[config.mk]
export PLATFORM = sky130hd
export DESIGN_NAME = hsv_to_rgb_converter_unit
export DESIGN_NICKNAME = d
export VERILOG_FILES = /design/src/rtl/core/hsv2rgb_pkg.sv /design/src/rtl/core/hsv2rgb_hue_split.sv /design/src/rtl/core/hsv_to_rgb_converter_unit.sv
export SDC_FILE = /design/constraint.sdc
export NUM_CORES = 1
export LEC_CHECK = 0
export BUFFER_PORTS_ARGS = -buffer_cell sky130_fd_sc_hd__buf_2
export CORE_UTILIZATION = 50
export CTS_CLUSTER_SIZE = 14
export DETAILED_ROUTE_END_ITERATION = 10
export PLACE_DENSITY = 0.66
export RECOVER_POWER = 25
export SLEW_MARGIN = 40
export SYNTH_ARGS = -nofsm -noshare
export SYNTH_HDL_FRONTEND = slang
export SYNTH_SLANG_ARGS = --single-unit
[constraint.sdc]
create_clock -name i_clk -period 12.3 [get_ports i_clk]
set_input_delay 1.23 -clock i_clk [delete_from_list [all_inputs] [get_ports i_clk]]
set_output_delay 1.23 -clock i_clk [all_outputs]
set_load 0.005 [all_outputs]
[src/rtl/core/hsv2rgb_pkg.sv]
package hsv2rgb_pkg;

    localparam logic [8:0] HUE_FULL_TURN = 9'd360;
    localparam logic [8:0] SECTOR_SPAN   = 9'd60;
    localparam logic [7:0] LEVEL_MAX     = 8'd255;

    // sector codes, one per 60 degree slice of the hue circle
    localparam logic [2:0] SEC_RED_YEL = 3'd0;
    localparam logic [2:0] SEC_YEL_GRN = 3'd1;
    localparam logic [2:0] SEC_GRN_CYN = 3'd2;
    localparam logic [2:0] SEC_CYN_BLU = 3'd3;
    localparam logic [2:0] SEC_BLU_MAG = 3'd4;
    localparam logic [2:0] SEC_MAG_RED = 3'd5;

    typedef struct packed {
        logic [2:0] sector;
        logic [5:0] rem;
    } t_hue_pos;

    // exact floor(x / 255) for x up to 255 * 255
    function automatic logic [7:0] div255(input logic [15:0] x);
        logic [16:0] sum;
        sum = {1'b0, x} + 17'(x[15:8]) + 17'd1;
        return sum[15:8];
    endfunction

endpackage

[src/rtl/core/hsv2rgb_hue_split.sv]
module hsv2rgb_hue_split (
    input  logic [8:0]            i_hue,
    output hsv2rgb_pkg::t_hue_pos o_pos
);
    import hsv2rgb_pkg::*;

    logic [2:0] n_sector;
    logic [8:0] n_base;
    logic [8:0] n_diff;

    // hue is already below a full turn here
    always_comb begin
        if (i_hue >= 9'(5 * SECTOR_SPAN)) begin
            n_sector = SEC_MAG_RED;
        end else if (i_hue >= 9'(4 * SECTOR_SPAN)) begin
            n_sector = SEC_BLU_MAG;
        end else if (i_hue >= 9'(3 * SECTOR_SPAN)) begin
            n_sector = SEC_CYN_BLU;
        end else if (i_hue >= 9'(2 * SECTOR_SPAN)) begin
            n_sector = SEC_GRN_CYN;
        end else if (i_hue >= SECTOR_SPAN) begin
            n_sector = SEC_YEL_GRN;
        end else begin
            n_sector = SEC_RED_YEL;
        end
    end

    always_comb begin
        case (n_sector)
            SEC_RED_YEL: n_base = 9'd0;
            SEC_YEL_GRN: n_base = SECTOR_SPAN;
            SEC_GRN_CYN: n_base = 9'(2 * SECTOR_SPAN);
            SEC_CYN_BLU: n_base = 9'(3 * SECTOR_SPAN);
            SEC_BLU_MAG: n_base = 9'(4 * SECTOR_SPAN);
            default:     n_base = 9'(5 * SECTOR_SPAN);
        endcase
    end

    assign n_diff       = i_hue - n_base;
    assign o_pos.sector = n_sector;
    assign o_pos.rem    = n_diff[5:0];

endmodule

[src/rtl/core/hsv_to_rgb_converter_unit.sv]
// an accepted input word is registered in turn by stages 0 to 6 before the result word reaches the output
// throughput: one pixel per cycle while the output is not stalled, seven register stages each with its own valid bit
// a stalled output only holds the stages that are full; empty stages keep filling
// reset (synchronous, active low) clears all valid bits; payload registers are not reset
module hsv_to_rgb_converter_unit (
    input  logic        i_clk,
    input  logic        i_rst_n,
    input  logic        i_s_tvalid,
    output logic        o_s_tready,
    input  logic [31:0] i_s_tdata,   // hue[8:0], saturation[16:9], brightness_value[24:17]
    output logic        o_m_tvalid,
    input  logic        i_m_tready,
    output logic [23:0] o_m_tdata    // red[7:0], green[15:8], blue[23:16]
);
    import hsv2rgb_pkg::*;

    localparam int NSTG = 7;

    logic [NSTG-1:0] r_vld;
    logic [NSTG-1:0] w_ld;

    logic [8:0] i_hue;
    logic [7:0] i_sat;
    logic [7:0] i_val;
    assign i_hue = i_s_tdata[8:0];
    assign i_sat = i_s_tdata[16:9];
    assign i_val = i_s_tdata[24:17];

    // a stage loads when it is empty or the stage after it moves on
    always_comb begin
        w_ld[NSTG-1] = !r_vld[NSTG-1] || i_m_tready;
        for (int k = NSTG - 2; k >= 0; k--) begin
            w_ld[k] = !r_vld[k] || w_ld[k+1];
        end
    end

    always_ff @(posedge i_clk) begin
        if (!i_rst_n) begin
            r_vld <= '0;
        end else begin
            if (w_ld[0]) begin
                r_vld[0] <= i_s_tvalid;
            end
            for (int k = 1; k < NSTG; k++) begin
                if (w_ld[k]) begin
                    r_vld[k] <= r_vld[k-1];
                end
            end
        end
    end

    // stage 0: hue wrap
    logic [8:0] r_h1, n_h1;
    logic [7:0] r_s1, r_b1;
    assign n_h1 = (i_hue >= HUE_FULL_TURN) ? i_hue - HUE_FULL_TURN : i_hue;

    always_ff @(posedge i_clk) begin
        if (w_ld[0]) begin
            r_h1 <= n_h1;
            r_s1 <= i_sat;
            r_b1 <= i_val;
        end
    end

    // stage 1: sector split, v*(255-s)
    t_hue_pos    n_pos;
    logic [2:0]  r_sec2;
    logic [5:0]  r_rem2;
    logic [7:0]  r_s2, r_b2;
    logic [15:0] r_pp2, n_pp2;

    hsv2rgb_hue_split u_hue_split (
        .i_hue (r_h1),
        .o_pos (n_pos)
    );

    assign n_pp2 = 16'(r_b1) * 16'(LEVEL_MAX - r_s1);

    always_ff @(posedge i_clk) begin
        if (w_ld[1]) begin
            r_sec2 <= n_pos.sector;
            r_rem2 <= n_pos.rem;
            r_s2   <= r_s1;
            r_b2   <= r_b1;
            r_pp2  <= n_pp2;
        end
    end

    // stage 2: frac = rem*255/60 = rem*17/4, p = pp/255
    logic [9:0] n_rem17;
    logic [7:0] r_frac3, r_s3, r_b3, r_p3;
    logic [2:0] r_sec3;
    assign n_rem17 = 10'(r_rem2) * 10'd17;

    always_ff @(posedge i_clk) begin
        if (w_ld[2]) begin
            r_frac3 <= n_rem17[9:2];
            r_sec3  <= r_sec2;
            r_s3    <= r_s2;
            r_b3    <= r_b2;
            r_p3    <= div255(r_pp2);
        end
    end

    // stage 3: s*frac and s*(255-frac)
    logic [15:0] r_sq4, r_st4;
    logic [2:0]  r_sec4;
    logic [7:0]  r_b4, r_p4;

    always_ff @(posedge i_clk) begin
        if (w_ld[3]) begin
            r_sq4  <= 16'(r_s3) * 16'(r_frac3);
            r_st4  <= 16'(r_s3) * 16'(LEVEL_MAX - r_frac3);
            r_sec4 <= r_sec3;
            r_b4   <= r_b3;
            r_p4   <= r_p3;
        end
    end

    // stage 4: 255 - x/255
    logic [7:0] r_qa5, r_ta5, r_b5, r_p5;
    logic [2:0] r_sec5;

    always_ff @(posedge i_clk) begin
        if (w_ld[4]) begin
            r_qa5  <= LEVEL_MAX - div255(r_sq4);
            r_ta5  <= LEVEL_MAX - div255(r_st4);
            r_sec5 <= r_sec4;
            r_b5   <= r_b4;
            r_p5   <= r_p4;
        end
    end

    // stage 5: scale by value
    logic [15:0] r_qp6, r_tp6;
    logic [7:0]  r_b6, r_p6;
    logic [2:0]  r_sec6;

    always_ff @(posedge i_clk) begin
        if (w_ld[5]) begin
            r_qp6  <= 16'(r_b5) * 16'(r_qa5);
            r_tp6  <= 16'(r_b5) * 16'(r_ta5);
            r_sec6 <= r_sec5;
            r_b6   <= r_b5;
            r_p6   <= r_p5;
        end
    end

    // stage 6: q, t and the sector permutation into the output register
    // zero saturation makes p, q and t all equal v, so grey needs no special path
    logic [7:0] n_q, n_t;
    logic [7:0] n_red, n_green, n_blue;
    logic [7:0] r_red, r_green, r_blue;
    assign n_q = div255(r_qp6);
    assign n_t = div255(r_tp6);

    always_comb begin
        case (r_sec6)
            SEC_RED_YEL: begin n_red = r_b6; n_green = n_t;  n_blue = r_p6; end
            SEC_YEL_GRN: begin n_red = n_q;  n_green = r_b6; n_blue = r_p6; end
            SEC_GRN_CYN: begin n_red = r_p6; n_green = r_b6; n_blue = n_t;  end
            SEC_CYN_BLU: begin n_red = r_p6; n_green = n_q;  n_blue = r_b6; end
            SEC_BLU_MAG: begin n_red = n_t;  n_green = r_p6; n_blue = r_b6; end
            default:     begin n_red = r_b6; n_green = r_p6; n_blue = n_q;  end
        endcase
    end

    always_ff @(posedge i_clk) begin
        if (w_ld[6]) begin
            r_red   <= n_red;
            r_green <= n_green;
            r_blue  <= n_blue;
        end
    end

    assign o_s_tready = w_ld[0];
    assign o_m_tvalid = r_vld[NSTG-1];
    assign o_m_tdata  = {r_blue, r_green, r_red};

    // an empty output register means the whole pipe can move
    a_ready_when_out_empty: assert property (@(posedge i_clk) disable iff (!i_rst_n)
        !o_m_tvalid |-> o_s_tready)
        else $error("input stalled while output register is empty");

    a_sector_range: assert property (@(posedge i_clk) disable iff (!i_rst_n)
        r_vld[2] |-> (r_sec3 <= SEC_MAG_RED))
        else $error("hue sector out of range");

    a_frac_range: assert property (@(posedge i_clk) disable iff (!i_rst_n)
        r_vld[2] |-> (r_frac3 <= 8'd250))
        else $error("sector fraction above 250");

    a_p_below_v: assert property (@(posedge i_clk) disable iff (!i_rst_n)
        r_vld[2] |-> (r_p3 <= r_b3))
        else $error("p exceeds value");

endmodule
### After elaboration in Yosys (flattened, before gate mapping)

Index checks and enable logic that the tools add are counted.

* flip-flop bits (word level): 269
* bits in latches: 0
* RAM bits: 0
* ROM bits: 0
* bits of input ports: 36
* output and inout bits: 26
* memories: 0

* $add $sub $neg: 16
* multiply operators: 6
* div/mod/pow operators: 0
* order comparisons: 6
* equality and inequality tests: 8
* shift operators: 0
* mux-type cells: 10
* bitwise logic cells: 0
* reduce and logical (&&, ||, !) cells: 20

Operators by type and width (number)
* adder 16 x 1 -> 16 bit (second input constant): 5
* adder 16 x 8 -> 16 bit: 5
* one-hot mux 8 bit (3 select lines): 3
* multiplier 8 x 8 -> 16 bit: 3
* multiplier 9 x 9 -> 16 bit: 2
* one-hot mux 6 bit (5 select lines): 1
* greater-or-equal comparator 9 x 8 -> 1 bit (second input constant): 2
* greater-or-equal comparator 9 bit (second input constant): 2
* subtractor 8 x 8 -> 9 bit (first input constant): 2
* subtractor 8 bit (first input constant): 2
* == test 3 x 2 -> 1 bit (second input constant): 4
* two-way mux 3 bit: 4
* multiplier 6 x 5 -> 10 bit (second input constant): 1
* greater-or-equal comparator 9 x 6 -> 1 bit (second input constant): 1
* greater-or-equal comparator 9 x 7 -> 1 bit (second input constant): 1
* two-way mux 9 bit: 1
* subtractor 9 bit (second input constant): 1
* OR reduction 2 bit: 4
* logical NOT 1 bit: 7
* logical OR 1 bit: 7
* == test 3 x 1 -> 1 bit (second input constant): 2
* == test 3 bit (second input constant): 2
* logical NOT 3 bit: 2
* subtractor 6 bit: 1
* two-way mux 1 bit: 1

### Longest topological paths before layout

* depth in word-level cells: 9
* depth in mapped cells: 18

### Modules after synthesis

From an unflattened synthesis, not the netlist that was laid out.

* cells, all modules: 1936
* area, all modules: 21500.6 µm²

Modules (own cells, without submodules)
* hsv_to_rgb_converter_unit: instances 1, cells an instance 1897, area each 21200.3 µm², sequential area each 8007.7 µm²
* hsv2rgb_hue_split: instances 1, cells an instance 39, area each 300.3 µm², sequential area each 0.0 µm²

### Worst setup path after synthesis

No wires, ideal clock.

* path kind: register -> register
* start point: register r_frac3[7]
* end point: register r_sq4[15] (data pin)
* arrival time: 4.408 ns
* data required time: 12.040 ns
* path slack: 7.632 ns
* cell stages (with the launch flop): 18
* buffers on the path: 1
* clock period less this slack: 4.668 ns
* path through: edfxtp_1 > clkbuf_1 > nand2_1 > fa_1 > fa_1 > inv_1 > fa_1 > inv_1 > fa_1 > inv_1 > ha_1 > o21a_1 > o31a_1 > o211ai_1 > a21oi_1 > a2111oi_2 > a21oi_1 > xnor2_1

* word-level cells in the longest chain between the ends: 1

RTL lines
* from (decl): line hsv_to_rgb_converter_unit.sv:91 `logic [7:0] r_frac3, r_s3, r_b3, r_p3;`
* from (signal assigned): line hsv_to_rgb_converter_unit.sv:97 `r_frac3 <= n_rem17[9:2];`
* multiplier 8 x 8 -> 16 bit: line hsv_to_rgb_converter_unit.sv:112 `r_sq4 <= 16'(r_s3) * 16'(r_frac3);`
* to (signal assigned): line hsv_to_rgb_converter_unit.sv:112
* to (decl): line hsv_to_rgb_converter_unit.sv:106 `logic [15:0] r_sq4, r_st4;`

No other way between the ends.
A chain may end at the register's enable or synchronous reset.

### Final worst setup path

* start point: register r_b5[0]
* end point: register r_tp6[15] (data pin)

* word-level cells in the longest chain between the ends: 1

RTL lines
* from (decl): line hsv_to_rgb_converter_unit.sv:121 `logic [7:0] r_qa5, r_ta5, r_b5, r_p5;`
* from (signal assigned): line hsv_to_rgb_converter_unit.sv:129 `r_b5 <= r_b4;`
* multiplier 8 x 8 -> 16 bit: line hsv_to_rgb_converter_unit.sv:142 `r_tp6 <= 16'(r_b5) * 16'(r_ta5);`
* to (signal assigned): line hsv_to_rgb_converter_unit.sv:142
* to (decl): line hsv_to_rgb_converter_unit.sv:135 `logic [15:0] r_qp6, r_tp6;`

No other way between the ends.

==> flow_metrics.py <==
metrics = {
    "run_status": {
        "status": "complete, no violations",
    },
    "sta": {
        "maxSlewViolCount": 0,
        "fin_ws_ns": 7.012,
        "finalCritPeriodShare_pct": 42.99,
        "slew_headroom_pct": 35.44,
        "fin_skew_ns": 0.01449,
        "rsz0062_at_grt": "no",
        "finalHoldViolCount": 0,
        "max_freq_mhz": 189.1,
        "setup_viol": 0,
        "worstMarginPinSlew_ns": 0.9685,
        "period_minus_slack_ns": 5.288,
        "fin_setup_tns_ns": 0,
    },
    "cts": {
        "htree_levels": 1,
        "cts_setup_buffers": 0,
        "cts_resized": 0,
        "cts_sinks": 269,
        "cts_hold_buf": 0,
        "path_clk_slew_ns": 0.06,
        "cts_tree": "built",
        "cts_buffers": 30,
        "cts_root_buf": "clkbuf_16",
        "clock_latency_ns": 0.58,
        "clockBufferDepth": 3,
    },
    "synthesis": {
        "synth.distinct_cells": 59,
        "synth_cells": 1916,
        "synth_area_leader_cell": "edfxtp_1",
        "synth_common_cells": "309 x inv_1, 262 x edfxtp_1, 227 x ha_1",
        "synth-main-ff-cell": "edfxtp_1",
        "ys_ff_latch": 269,
        "async_reset_ff_share_pct": 0,
        "syn-num-nets": 2363,
        "yosysTopAreaCellShare_pct": 36.82,
        "synth_edf_count": 262,
        "synth_most_common_cell": "inv_1",
        "seq_area_frac_synth_pct": 37.48,
        "synth_area_sq_mm": 0.02137,
        "synthTopCellsByArea": "edfxtp_1 37%, fa_1 17%, ha_1 13%",
        "ys_warn_count": 0,
        "synth_area_per_cell_sq_um": 11.15,
    },
    "min_path": {
        "hp-start": "r_sec5[0]",
        "holdCritPathClass": "flip-flop to flip-flop",
    },
    "placement": {
        "port_buffers": 54,
        "gp_congestion": 0.8493,
        "hpwl_um": 29940,
        "dpl.cell_count": 2478,
        "pre_cts_slack_ns": 7.195,
    },
    "setup_path": {
        "reg2reg_to": "r_tp6[15]",
        "worstSetupPathType": "flip-flop to flip-flop",
        "worstPathBufferInverterCount": 4,
        "critPathTopFamily": "adder cells",
        "crit_arrival_ns": 5.61,
        "cp.required_ns": 12.62,
        "crit_start": "r_b5[0]",
        "worst-path-stages": 17,
        "cp_max_fo": 17,
        "reg2reg_depth": 17,
        "r2r_start": "r_b5[0]",
        "crit_end": "r_tp6[15]",
        "cp-start-kind": "flip-flop",
        "cp_slowest_cell": "clkbuf_1",
        "cpPeakStageDelay_ns": 0.71,
        "cp-end-kind": "flip-flop",
        "ff2ff_setup_slack_ns": 7.01,
        "crit_path_cell_trace": "clkbuf_1, nand2_1, fa_1, fa_1, inv_1, fa_1, inv_1, fa_1, inv_1, ha_1, o21a_1, o31a_1, o211ai_2, a21oi_1, a2111oi_4, a21oi_1, xnor2_1",
        "crit_top_cell": "fa_1",
    },
    "route": {
        "dr.pass1.iters": 6,
        "vias_per_cell": 5.272,
        "drt_wl_total_um": 38920,
        "drt_iter0_drc": 580,
        "route.detailed.drc": 0,
        "postRouteAntennaNets": 0,
        "wl_per_cell_um": 15.37,
        "via_count": 13350,
    },
    "layout": {
        "diodes": 0,
        "ff_latch_area_sq_mm": 0.008008,
        "nNetsFinal": 2418,
        "utilization_pct": 55.29,
        "multiInputGateArea_sq_mm": 0.01206,
        "fillers": 3596,
        "fin_cells": 2533,
        "area_growth_pct": 8.790,
        "drive_gt1_share_pct": 6.419,
    },
    "floorplanning": {
        "die_w_um": 208.7,
        "rows": 75,
        "core-area_sq_mm": 0.04204,
        "dieArea_sq_mm": 0.04356,
        "die_h_um": 208.7,
        "pin_count": 62,
        "initial_core_util_pct": 50.82,
    },
    "global_routing": {
        "grt_overflow_total": 0,
        "grt_pass1_wl_um": 67380,
        "antenna_found_initial": 0,
        "first_global_vias": 14060,
        "track_usage_pct": 18.73,
        "grt_max_degree": 52,
    },
    "flow_run": {
        "maxCapViolations": 0,
    },
}
layer usage:
metal  vias to the layer above  part of all wire [%]  wire length, um  global-route usage, %
met1                      6543                    44            17260                  23.67
met2                       251                    49            19180                  33.30
met3                        71                   3.4             1308                  2.420
li1                       6488                     -                -                      -
met4                         0                   3.0             1163                  5.933
met5                         -                     0                0                      0
registers in the layout, summed over array words and instances, names as in the netlist, 9 cells and up:
name	cells
r_tp6	16
r_sq4	16
r_qp6	16
r_pp2	16
r_st4	16
r_h1	9
per-stage QoR:
step / cell area, sq um / hold slack (ns)
2_1_floorplan: 21370 / 0.4003
3_3_place_gp: 22220 / 0.4012
3_5_place_dp: 22230 / 0.4045
4_1_cts: 23250 / 0.4058
5_1_grt: 23240 / 0.4176
6_report: 23240 / 0.4151
placed cells by master, fill, tap and decap left out, types with 21 or more instances in the layout:
cell type  count
a21oi_1       80
and2_1       158
buf_2         53
clkbuf_16     33
edfxtp_1     262
fa_1         184
ha_1         227
inv_1        308
nand2_1       90
nand2b_1      47
nand3_1       26
nor2_1        58
nor2b_1      105
o21a_1        21
o21ai_0       42
xnor2_1       70
xor2_1        30
worst min path at each step:
stage	end	slack, ns	cells after the start
global placement	r_b5[5]	0.40	0
floorplan	r_b3[0]	0.40	0
detailed placement	r_p4[0]	0.40	0
CTS	r_b5[4]	0.41	0
global route	r_b4[6]	0.42	0
finish	r_sec6[0]	0.42	0
cell families (layout without fill, tap and decap cells):
family          after synthesis  count (layout)  synth area share [%]
compound gates              240             240                 7.432
xor+xnor                    100             100                 4.099
fa+ha+maj                   412             412                 30.58
buf+inv                     348             426                 6.114
flops                       269             269                 37.48
mux                          13              13                0.6208
simple gates                534             534                 13.67
area by class of cell:
cell class | instances | area share [%]
Clock buffer | 41 | 3.768
Clock inverter | 14 | 0.6137
Inverter | 310 | 5.017
Multi-Input combinational cell | 1299 | 51.88
Sequential cell | 269 | 34.45
Tap cell | 539 | 2.901
Timing Repair Buffer | 61 | 1.367
Power is left out: the tool's default activity adds up to more than one toggle a clock period on the data nets, which glitch-free logic cannot reach.
